$ cat src/hdl/lodp_pkg.sv
`timescale 1ns / 1ps
// Shared types and codes of the lock-order deadlock predictor.
// Depends on nothing; all files but lodp_ram import it.
package lodp_pkg;

    localparam int MODE_W = 3;
    localparam int THR_W  = 3;
    localparam int ID_W   = 5;
    localparam int ST_W   = 2;

    localparam logic [MODE_W-1:0] MODE_CREATE  = 3'd0;
    localparam logic [MODE_W-1:0] MODE_DESTROY = 3'd1;
    localparam logic [MODE_W-1:0] MODE_LOCK    = 3'd2;
    localparam logic [MODE_W-1:0] MODE_UNLOCK  = 3'd3;
    localparam logic [MODE_W-1:0] MODE_START   = 3'd4;

    localparam logic [ST_W-1:0] ST_OK   = 2'd0;
    localparam logic [ST_W-1:0] ST_NO_ID = 2'd1;
    localparam logic [ST_W-1:0] ST_FULL = 2'd2;
    localparam logic [ST_W-1:0] ST_BAD  = 2'd3;

    typedef struct packed {
        logic in_ready;
        logic dispatch;
        logic sel_id;
        logic cnt_clr;
        logic cnt_inc;
        logic k_clr;
        logic k_inc;
        logic wr_before_destroy;
        logic wr_before_lock;
        logic wr_combo_destroy;
        logic combo_check;
        logic combo_store;
        logic out_load;
    } t_cmd;

    typedef struct packed {
        logic go_destroy;
        logic go_lock;
        logic blocking;
        logic cnt_end;
        logic cnt_last;
        logic cnt_held;
        logic row_hit;
        logic k_last_combo;
        logic k_next_end;
        logic held_zero;
        logic count_zero;
        logic combo_match;
        logic out_busy;
    } t_stat;

endpackage

$ cat src/hdl/lodp_ctrl.sv
`timescale 1ns / 1ps
// Controller: sequences each request through the datapath by commands.
// Depends on lodp_pkg.
module lodp_ctrl import lodp_pkg::*; (
    input  logic  i_clk,
    input  logic  i_rst_n,
    input  logic  i_valid,
    input  t_stat i_stat,
    output t_cmd  o_cmd
);
    typedef enum logic [3:0] {
        S_IDLE, S_DISPATCH, S_DR_A, S_DR_B, S_CR_A, S_CR_B, S_PL_CHK, S_PL_ROW,
        S_PC_A, S_PC_B, S_BF_A, S_BF_B, S_SC_A, S_SC_B, S_SC_DEC, S_FINISH
    } t_state;

    t_state r_state;
    t_state n_state;

    always_comb begin
        n_state = r_state;
        o_cmd   = '0;
        unique case (r_state)
            S_IDLE: begin
                o_cmd.in_ready = 1'b1;
                if (i_valid) begin
                    n_state = S_DISPATCH;
                end
            end
            S_DISPATCH: begin
                o_cmd.dispatch = 1'b1;
                o_cmd.cnt_clr  = 1'b1;
                o_cmd.k_clr    = 1'b1;
                if (i_stat.go_destroy) begin
                    n_state = S_DR_A;
                end else if (i_stat.go_lock && i_stat.blocking) begin
                    n_state = S_PL_CHK;
                end else if (i_stat.go_lock) begin
                    n_state = S_BF_A;
                end else begin
                    n_state = S_FINISH;
                end
            end
            S_DR_A: n_state = S_DR_B;
            S_DR_B: begin
                o_cmd.wr_before_destroy = 1'b1;
                if (i_stat.cnt_last) begin
                    o_cmd.cnt_clr = 1'b1;
                    n_state = S_CR_A;
                end else begin
                    o_cmd.cnt_inc = 1'b1;
                    n_state = S_DR_A;
                end
            end
            S_CR_A: n_state = S_CR_B;
            S_CR_B: begin
                o_cmd.wr_combo_destroy = 1'b1;
                if (i_stat.k_last_combo) begin
                    o_cmd.k_clr = 1'b1;
                    if (i_stat.cnt_last) begin
                        n_state = S_FINISH;
                    end else begin
                        o_cmd.cnt_inc = 1'b1;
                        n_state = S_CR_A;
                    end
                end else begin
                    o_cmd.k_inc = 1'b1;
                    n_state = S_CR_A;
                end
            end
            S_PL_CHK: begin
                if (i_stat.cnt_end) begin
                    n_state = S_BF_A;
                end else if (!i_stat.cnt_held) begin
                    o_cmd.cnt_inc = 1'b1;
                end else begin
                    n_state = S_PL_ROW;
                end
            end
            S_PL_ROW: begin
                if (i_stat.row_hit) begin
                    o_cmd.k_clr = 1'b1;
                    n_state = S_PC_A;
                end else begin
                    o_cmd.cnt_inc = 1'b1;
                    n_state = S_PL_CHK;
                end
            end
            S_PC_A: n_state = S_PC_B;
            S_PC_B: begin
                o_cmd.combo_check = 1'b1;
                if (i_stat.k_next_end) begin
                    o_cmd.cnt_inc = 1'b1;
                    n_state = S_PL_CHK;
                end else begin
                    o_cmd.k_inc = 1'b1;
                    n_state = S_PC_A;
                end
            end
            S_BF_A: begin
                o_cmd.sel_id = 1'b1;
                n_state = S_BF_B;
            end
            S_BF_B: begin
                o_cmd.sel_id = 1'b1;
                o_cmd.wr_before_lock = 1'b1;
                if (i_stat.blocking && !i_stat.held_zero) begin
                    o_cmd.k_clr = 1'b1;
                    n_state = i_stat.count_zero ? S_SC_DEC : S_SC_A;
                end else begin
                    n_state = S_FINISH;
                end
            end
            S_SC_A: begin
                o_cmd.sel_id = 1'b1;
                n_state = S_SC_B;
            end
            S_SC_B: begin
                o_cmd.sel_id = 1'b1;
                if (i_stat.combo_match) begin
                    n_state = S_FINISH;
                end else if (i_stat.k_next_end) begin
                    n_state = S_SC_DEC;
                end else begin
                    o_cmd.k_inc = 1'b1;
                    n_state = S_SC_A;
                end
            end
            S_SC_DEC: begin
                o_cmd.sel_id = 1'b1;
                o_cmd.combo_store = 1'b1;
                n_state = S_FINISH;
            end
            S_FINISH: begin
                if (!i_stat.out_busy) begin
                    o_cmd.out_load = 1'b1;
                    n_state = S_IDLE;
                end
            end
            default: n_state = S_IDLE;
        endcase
    end

    always_ff @(posedge i_clk) begin
        if (!i_rst_n) begin
            r_state <= S_IDLE;
        end else begin
            r_state <= n_state;
        end
    end
endmodule

$ cat config.mk
export PLATFORM = sky130hd
export DESIGN_NAME = lodp_ctrl
export DESIGN_NICKNAME = d
export VERILOG_FILES = /design/src/hdl/lodp_pkg.sv /design/src/hdl/lodp_ctrl.sv
export SDC_FILE = /design/constraint.sdc
export NUM_CORES = 1
export LEC_CHECK = 0
export BUFFER_PORTS_ARGS = -buffer_cell sky130_fd_sc_hd__buf_2
export CORE_MARGIN = 2
export CORE_UTILIZATION = 45
export CTS_CLUSTER_SIZE = 14
export DETAILED_ROUTE_END_ITERATION = 7
export HOLD_SLACK_MARGIN = 0.03
export PLACE_DENSITY = 0.9
export SETUP_SLACK_MARGIN = 0.3
export SLEW_MARGIN = 20
export SYNTH_ARGS = -nofsm -noshare
export SYNTH_HDL_FRONTEND = slang
export SYNTH_SLANG_ARGS = --single-unit
$ cat constraint.sdc
create_clock -name i_clk -period 1.8 [get_ports i_clk]
set_input_delay 0 -clock i_clk [delete_from_list [all_inputs] [get_ports i_clk]]
set_output_delay 0 -clock i_clk [all_outputs]
set_load 0.01 [all_outputs]
# Word-level counts from Yosys, hierarchy flattened
# Cells that the tools add are included.
# Widths: inputs -> output; s select.
[word_totals] out_inout_bits=13 regBits=4 in_bits=16 word_cells=68
[op_classes] eq_ne=18 reduce_logical=6 n_mux=43
[ops] operator="$pmux 4 s16" n=1
[ops] operator="$mux 4" n=11
[ops] operator="$eq 4x4->1 const B" n=8
[ops] operator="$mux 1" n=21
[ops] operator="$eq 4x3->1 const B" n=4
[ops] operator="$eq 4x2->1 const B" n=2
[ops] operator="$mux 2" n=4
[ops] operator="$mux 3" n=2
[ops] operator="$pmux 1 s5" n=1
[ops] operator="$reduce_or 5->1" n=1
[ops] operator="$eq 4x1->1 const B" n=1
[ops] operator="$logic_not 4->1" n=1
[ops] operator="$ne 2x2->1 const B" n=2
[ops] operator="$pmux 1 s4" n=1
[ops] operator="$ne 3x3->1 const B" n=1
[ops] operator="$pmux 1 s3" n=1
[ops] operator="$reduce_and 3->1" n=1
[ops] operator="$logic_and 1x1->1" n=2
[ops] operator="$pmux 1 s2" n=1
[ops] operator="$logic_not 1->1" n=1

# Longest topological paths before layout
# Gate-level depths: netlist of run 1.
[logic_depth] ltp_word=4 mapped_depth=6 mapped_depth_nobuf=4

# Least setup slack after synthesis of run 1
# Ideal clock, no wire load.
[synth_path] kind="register to register" from="register r_state[2]" to="register r_state[0]" n_path_buf=2 synth_period_minus_slack_ps=1384 path_stages_with_launch=7 t_required_ps=1677 setup_ps=123 arrival_time_ps=1261 setup_slack_ps=416 path_cell_list="dfxtp_1 -> buf_6 -> or2_1 -> buf_6 -> or4_1 -> nand3_1 -> a31oi_1"
[synth_via] elab_chain_cells=3 elab_cells_between_ends=21 classes_between="18 x eq/ne; 1 x mux; 2 x reduce/logical"
[synth_rtl] element="from (decl)" line="lodp_ctrl.sv:16" rtl="t_state r_state;"
[synth_rtl] element="from (signal assigned)" line="lodp_ctrl.sv:147" rtl="r_state <= n_state;"
[synth_rtl] element="$eq 4x3->1, or another cell as far along" line="lodp_ctrl.sv:22" rtl="unique case (r_state)"
[synth_rtl] element="$ne 3x3->1 (no line) or $ne 2x2->1 (tied branches)"
[synth_rtl] element="$reduce_and 3->1 (no line)"
# Parallel ways exist; a longest one is shown, timed or not.
# A chain may end at the register's enable or synchronous reset.

==> metrics.txt, run 1 <==
status=complete, no violations; hold crit path type=primary input to flop; RePlAce Congestion=0.975; wirelength, routed=2.18 mm; Die Y=40.9 um; Worst R2R Path Depth=5; net count after synthesis=107; reg2reg end=r_state[1]; Worst path depth=4; Antenna diodes=0; post-synthesis cell count=91; die span in x=40.9 um; Residual DRC=0; Synth Area in Compound Gates=35.8%; DRT iter0 DRCs=64; area leader, netlist=dfxtp_1; clk slew on worst S/H paths=0.04 ns; Critical Path Source Type=flop; Root Driver=clkbuf_4; Required @ worst endpoint=1.80 ns; Top Registers=r_state: 4 flops; Synth area leaders=dfxtp_1, nor2_1, a21oi_1, buf_6, nand2b_1; routed vias=860; worst-skew pair later-pin latency=0.23 ns; final-report hold violation count=0; RSZ-0062 raised after global routing=yes; Final Critical Period=1.49 ns; clk sinks=4; initial antenna violation count=0; Tot GR Track Use=28.8%; commonest non-fill, non-tap cell in the layout=buf_2; critical path arrival=1.49 ns; Mapped Avg Cell Area=6.72 um^2; CP Class=flop to output pin; Reg area=92.6 um^2; CTS Buffer Depth=2; max frequency=672 MHz; adder-cell share of the synthesized area=0%; Initial DRT Pass Iterations=4; first-pass GRT wire length=3.25 mm; Fin Clk Skew=0.00692 ns; final routed wire length divided by cell count=15.5 um; H-tree depth=1; CP max-delay cell=or4_4; Peak supply drop=0.000641 V; CP Launch Point=r_state[0]; hold slack=0.0339 ns; Cell Area, Synth=612 um^2; crit-path max cell delay=0.51 ns; Multi-input gate area=480 um^2; Initial Util=47.6%; setup TNS=0 ns; WP buf/inv=1; Critical R2R Launch=r_state[2]; cell chain of the critical path=nand2b_4 > or4_4 > o211ai_1 > buf_2; largest family of logic cells by synthesized area=simple AND/OR/NAND/NOR gates; sequential fraction of the synthesis area=13.1%; largest net degree at the start of global routing=14; WHS Path Cells=2; Final #Nets=144; layout cells sized above 1=46.0%; mux cell area share after synthesis=0%; Async S/R FF share, synth=0%; Ports=29; CTS Buf Count=3; crit path max fanout=3; placed wire-length estimate=1.51 mm; Via density=6.10; total gr overflow=0; Post-synth EDFFs=0; # Max-Cap Violations=0; Routed Antenna Nets=0; flops & latches, synth=4; Top Family by Delay on Critical Path=simple AND/OR/NAND/NOR gates; Synth cell types=36; Setup violations, final=0; fraction of the cycle the final worst path needs=82.6%; Synth Warn #=0; Post-Synth Simple-Gate Area=38.2%; vias in the first global route=780; pins over their slew limit=0; Power Dens Cells=1220 nW/um^2; CP endpoint kind=output pin; Max-slew headroom=69.4%; number of fill cells=116; CP endpoint=o_cmd[8]; # rows=13; hold buffer count at cts=0; Layout area overhead=42.3%; commonest non-fill, non-tap cells in the layout=buf_2, nor2_1, buf_4; Leak=0.388 nW; CTS tree=built; Largest register FFs=4; reg2reg setup slack=0.31 ns; die area=1670 um^2; Post-Synth XOR/XNOR Area=0%; Worst Max-Slew Pin Slew=0.452 ns; Core Area=1280 um^2; Synth Flop Type=dfxtp_1; Port Buffers=28; largest register by flop count=r_state; share of the synthesized area in the top cell type=13.1%
==> layout make-up <==
type,instances,share of cell area (%)
Timing Repair Buffer,40,26.9
Multi-Input combinational cell,73,55.2
Inverter,6,2.59
Clock buffer,3,2.59
Sequential cell,4,10.6
Tap cell,15,2.16
==> cells in the mapped netlist (2+ instances only) <==
master and number:
nor4bb_1 2, a21oi_2 2, a21oi_1 7, nand3_1 5, dfxtp_1 4, nand2_1 5
nand2b_1 4, inv_1 6, o21ai_1 2, buf_2 3, o21ai_0 4, nor3_1 5
o41a_1 2, a31oi_1 3, clkbuf_1 2, buf_6 3, nor2_1 13
==> what timing repair did <==
action / 4_1_cts / 5_1_grt
hold endpoints to repair: 0 / 0
gates resized for setup: 11 / 5
setup endpoints to repair: 6 / 5
pin swaps: 0 / 1
setup buffers: 5 / 2
==> cells by family after synthesis <==
kind of cell | Yosys count
AO/OA/AOI/OAI | 31
buffers and inverters | 14
flip-flops | 4
AND/OR/NAND/NOR | 42
==> per-layer routing <==
layer  wire, um  vias up  global-route usage, %
li1           -      409                      -
met1        848      381                   32.5
met2       1050       64                   52.3
met3        243        6                   6.52
met4         36        0                   9.17
met5          0        -                      0
==> report_power, final <==
group / internal, mW / switching, mW
sequential: 0.133 / 0.0637
combinational: 0.365 / 0.389
clock: 0.0744 / 0.0349
total: 0.572 / 0.487
==> worst min path at each step <==
stage / from / endpoint
6_report: i_rst_n / r_state[1]
5_1_grt: i_rst_n / r_state[1]
4_1_cts: i_rst_n / r_state[2]
3_5_place_dp: i_rst_n / r_state[1]
3_3_place_gp: i_rst_n / r_state[2]
2_1_floorplan: i_stat[0] / o_cmd[0]
==> per-stage QoR <==
stage	instance area, um^2	power [mW]	setup WS [ns]	util, %	instances
3_3_place_gp	752	0.755	0.223	58.5	131
5_1_grt	871	1.14	0.287	67.8	141
4_1_cts	847	0.995	0.302	65.9	139
2_1_floorplan	612	0.628	0.416	-	91
6_report	871	1.06	0.312	67.8	141
3_5_place_dp	752	0.769	0.230	58.5	131
Note: power is estimated with default switching activity, not from simulation.
==> run 2, diff against run 1 <==
--- a/config.mk
+++ b/config.mk
@@ -7,11 +7,11 @@
 export LEC_CHECK = 0
 export BUFFER_PORTS_ARGS = -buffer_cell sky130_fd_sc_hd__buf_2
 export CORE_MARGIN = 2
-export CORE_UTILIZATION = 45
+export CORE_UTILIZATION = 40
 export CTS_CLUSTER_SIZE = 14
 export DETAILED_ROUTE_END_ITERATION = 7
 export HOLD_SLACK_MARGIN = 0.03
-export PLACE_DENSITY = 0.9
+export PLACE_DENSITY = 0.85
 export SETUP_SLACK_MARGIN = 0.3
 export SLEW_MARGIN = 20
 export SYNTH_ARGS = -nofsm -noshare
==> constraint.sdc (replaced) <==
create_clock -name i_clk -period 1.2 [get_ports i_clk]
set_input_delay 0 -clock i_clk [delete_from_list [all_inputs] [get_ports i_clk]]
set_output_delay 0 -clock i_clk [all_outputs]
set_load 0.01 [all_outputs]
==> metrics.txt, run 2 (synthesis results as in run 1) <==
status=finished with violations; failing checks=setup timing; Max-slew headroom=69.3%; Top Registers=r_state: 4 flops; vias in the first global route=904; commonest non-fill, non-tap cells in the layout=buf_2, buf_4, nor2_1, buf_6, a21oi_1; final routed wire length divided by cell count=16.7 um; # rows=14; die span in x=43.1 um; final-report hold violation count=0; Root Driver=clkbuf_4; commonest non-fill, non-tap cell in the layout=buf_2; reg2reg setup slack=-0.27 ns; utilization after layout=77.0%; CP endpoint kind=output pin; wirelength, routed=2.70 mm; Initial Util=41.6%; Fin Clk Skew=0.0136 ns; critical path arrival=1.54 ns; Required @ worst endpoint=1.20 ns; Die Y=43.1 um; initial antenna violation count=0; Power Dens Cells=1840 nW/um^2; Critical Path Source Type=flop; Ports=29; Antenna diodes=0; Port Buffers=28; CTS Buffer Depth=2; layout cells sized above 1=58.9%; WHS Path Cells=3; # Max-Cap Violations=0; Via density=6.00; Hold Startpoint=i_stat[8]; CTS Buf Count=3; Worst Max-Slew Pin Slew=0.454 ns; Reg area=92.6 um^2; Layout area overhead=85.3%; crit path max fanout=9; DRT iter0 DRCs=33; Largest register FFs=4; largest register by flop count=r_state; routed vias=972; Leak=0.523 nW; die area=1860 um^2; Tot GR Track Use=29.9%; max frequency=649 MHz; Routed Antenna Nets=0; clk sinks=4; Worst R2R Path Depth=4; final instance area=1130 um^2; reg2reg end=r_state[1]; Final #Nets=164; dpl cell area=922 um^2; worst-skew pair later-pin latency=0.25 ns; RSZ-0062 raised after global routing=yes; number of fill cells=92; Critical R2R Launch=r_state[0]; Final Critical Period=1.54 ns; Peak supply drop=0.00109 V; hold path endpoint=r_state[0]; total gr overflow=0; hold crit path type=primary input to flop; Core Area=1470 um^2; Multi-input gate area=543 um^2; CP Class=flop to output pin; pins over their slew limit=0; Residual DRC=0; fraction of the cycle the final worst path needs=128%; Initial DRT Pass Iterations=5; H-tree depth=1; CTS tree=built; first-pass GRT wire length=4.16 mm; final setup margin=-0.341 ns; RePlAce Congestion=0.900; Setup violations, final=16; placed wire-length estimate=1.89 mm; largest net degree at the start of global routing=11; clk slew on worst S/H paths=0.05 ns
[run 2: cell count changes in the layout (fill, tap and decap cells not counted), moves of 2 or more]
cell	before	now
inv_1	6	4
nand2_4	0	2
nor4bb_4	0	2
nand2b_4	3	1
buf_4	11	20
nor3_1	4	2
nor4bb_1	2	0
nor3_2	1	3
buf_6	1	12
[run 2: through the flow]
step / instances / power (mW) / setup WS, ns / hold slack (ns) / setup TNS, ns
2_1_floorplan: 91 / 0.998 / -0.152 / 0.0332 / -0.669
6_report: 162 / 2.08 / -0.341 / 0.0456 / -2.38
3_5_place_dp: 153 / 1.49 / -0.264 / 0.276 / -1.23
3_3_place_gp: 153 / 1.43 / -0.187 / 0.269 / -0.870
5_1_grt: 162 / 2.19 / -0.381 / 0.0499 / -3.08
4_1_cts: 159 / 1.92 / -0.306 / 0.0758 / -2.09
[run 2: power by group]
part / total [mW] / internal [mW] / leakage, nW / switching (mW)
Clock: 0.190 / 0.113 / 0.0138 / 0.0766
Combinational: 1.60 / 0.839 / 0.473 / 0.765
Sequential: 0.290 / 0.199 / 0.0353 / 0.0906
Total: 2.08 / 1.15 / 0.523 / 0.933
[run 2: worst max-delay path: stages (launching register included)]
cell and delay [ns]:
dfxtp_4 0.37, buf_4 0.15, nor4bb_4 0.31, o21ai_2 0.11
buf_4 0.14, o211ai_1 0.06, buf_2 0.15
[run 2: timing repair]
action	in CTS	in global routing
setup buffers	2	3
endpoints found under the setup margin	17	17
resized for setup	32	7
hold buffers	1	0
pin swaps	7	2
hold endpoints to repair	2	0
[run 2: final cells by class]
cell class,count,area share [%]
multi-input cells,73,47.9
repair buffers,60,38.0
well taps,16,1.77
clock buffers,3,1.99
flip-flops and latches,4,8.17
inverters,6,2.21
[run 2: routing by layer]
| layer | part of all wire (%) | GRT usage, % | routed length [um] |
|---|---|---|---|
| met5 | 0 | 0 | 0 |
| met3 | 8.7 | 4.26 | 235 |
| met1 | 36 | 34.1 | 985 |
| met4 | 3.9 | 15.2 | 105 |
| met2 | 51 | 53.1 | 1380 |
[run 2: worst max-delay path by stage]
stage | from | to | slack, ns
3_3_place_gp | r_state[0] | r_state[3] | -0.19
4_1_cts | r_state[1] | o_cmd[8] | -0.31
2_1_floorplan | r_state[2] | r_state[0] | -0.15
5_1_grt | r_state[2] | o_cmd[8] | -0.38
6_report | r_state[2] | o_cmd[8] | -0.34
3_5_place_dp | r_state[3] | r_state[0] | -0.26
==> run 3, diff against run 2 <==
--- a/config.mk
+++ b/config.mk
@@ -5,7 +5,7 @@
 export SDC_FILE = /design/constraint.sdc
 export NUM_CORES = 1
 export LEC_CHECK = 0
-export BUFFER_PORTS_ARGS = -buffer_cell sky130_fd_sc_hd__buf_2
+export BUFFER_PORTS_ARGS = -buffer_cell sky130_fd_sc_hd__clkbuf_2
 export CORE_MARGIN = 2
 export CORE_UTILIZATION = 40
 export CTS_CLUSTER_SIZE = 14
==> constraint.sdc (replaced) <==
create_clock -name i_clk -period 1.3 [get_ports i_clk]
set_input_delay 0 -clock i_clk [delete_from_list [all_inputs] [get_ports i_clk]]
set_output_delay 0 -clock i_clk [all_outputs]
set_load 0.01 [all_outputs]
==> metrics.txt, run 3 (synthesis results as in run 1) <==
Worst Max-Slew Pin Slew=0.380 ns; hold buffer count at cts=0; Hold Startpoint=i_rst_n; CTS Buf Count=3; Largest register FFs=4; hold crit path type=primary input to flop; Critical Path Source Type=flop; RePlAce Congestion=0.979; DRT iter0 DRCs=49; largest register by flop count=r_state; Antenna diodes=0; number of fill cells=100; CTS Buffer Depth=2; failing checks=setup timing; Required @ worst endpoint=1.30 ns; pins over their slew limit=0; total gr overflow=0; status=finished with violations; reg2reg setup slack=-0.20 ns; Residual DRC=0; Final #Nets=166; reg2reg end=r_state[1]; final routed wire length divided by cell count=18.5 um; Top Registers=r_state: 4 flops; # Max-Cap Violations=0; Power Dens Cells=1770 nW/um^2; CTS tree=built; layout cells sized above 1=65.5%; placed wire-length estimate=1.73 mm; Root Driver=clkbuf_4; commonest non-fill, non-tap cell in the layout=buf_4; Initial Util=41.6%; largest net degree at the start of global routing=11; Tot GR Track Use=29.1%; first-pass GRT wire length=4.17 mm; Worst R2R Path Depth=5; Peak supply drop=0.00147 V; RSZ-0062 raised after global routing=yes; commonest non-fill, non-tap cells in the layout=buf_4, clkbuf_2, buf_6; critical path arrival=1.54 ns; worst-skew pair later-pin latency=0.23 ns; utilization after layout=82.1%; # rows=14; die area=1860 um^2; Setup violations, final=12; Via density=6.26; wirelength, routed=3.03 mm; vias in the first global route=907; Multi-input gate area=586 um^2; Core Area=1470 um^2; clk sinks=4; hold path endpoint=r_state[3]; CP Class=flop to output pin; Die Y=43.1 um; crit path max fanout=6; Final Critical Period=1.54 ns; Fin Clk Skew=0.000873 ns; Routed Antenna Nets=0; Reg area=95.1 um^2; fraction of the cycle the final worst path needs=118%; Port Buffers=28; Layout area overhead=97.5%; die span in x=43.1 um; pre-CTS setup slack=-0.256 ns; setup TNS=-1.38 ns; max frequency=650 MHz; CP Launch Point=r_state[3]; Max-slew headroom=74.5%; routed vias=1027; initial antenna violation count=0; final setup margin=-0.239 ns; clk slew on worst S/H paths=0.04 ns; WHS Path Cells=2; Leak=0.524 nW; Ports=29; Critical R2R Launch=r_state[3]; final-report hold violation count=0; Initial DRT Pass Iterations=4; H-tree depth=1; CP endpoint kind=output pin
[run 3: changes by cell type in the layout (fill, tap and decap cells not counted), moves of 3 or more]
cell	previous run	this run
clkbuf_2	0	17
buf_2	27	8
nor2_1	12	8
buf_6	12	16
nand2b_4	1	4
[run 3: how the worst max path moves through the flow]
stage                  to  slack (ns)  depth (start not counted)
2_1_floorplan  r_state[0]       -0.05                          6
3_3_place_gp   r_state[3]       -0.23                          4
3_5_place_dp   r_state[3]       -0.26                          4
4_1_cts          o_cmd[8]       -0.21                          4
5_1_grt          o_cmd[8]       -0.31                          6
6_report         o_cmd[8]       -0.24                          6
[run 3: repair_timing]
action                     4_1_cts  5_1_grt
setup buffers                    0        5
resized for setup               31       35
setup endpoints to repair       17       17
pin swaps                        2        6
hold endpoints to repair         0        0
[run 3: critical path: stages, from the launching register on]
cell and delay, ns:
dfxtp_4 0.36, buf_6 0.13, nor4bb_4 0.33, o21ai_2 0.11, buf_4 0.14, o211ai_1 0.08, buf_2 0.15
[run 3: area by class of cell]
cell class	count	area share (%)
multi-input combinational	73	48.4
timing repair buffer	62	38.3
sequential	4	7.87
clock buffer	3	1.86
inverter	6	1.86
tap	16	1.66
[run 3: metal layers]
metal	GRT usage, %	vias up	wire (um)
met5	0	-	0
met4	7.88	0	90
met3	5.96	10	206
met1	36.0	498	1230
met2	50.4	71	1500
li1	-	448	-
[run 3: metrics by stage]
step | hold WS (ns) | total power, mW | instances | instance area, um^2
floorplan | 0.0544 | 0.876 | 91 | 614
global placement | 0.264 | 1.38 | 156 | 933
detailed placement | 0.281 | 1.40 | 156 | 933
CTS | 0.0327 | 1.77 | 159 | 1050
global route | 0.0501 | 2.25 | 164 | 1210
finish | 0.0491 | 2.14 | 164 | 1210
[run 3: power breakdown]
part           internal [mW]  total (mW)  switching (mW)
registers              0.189       0.308           0.119
clock network          0.103       0.153          0.0495
logic                  0.918        1.68           0.766
total                   1.21        2.14           0.934
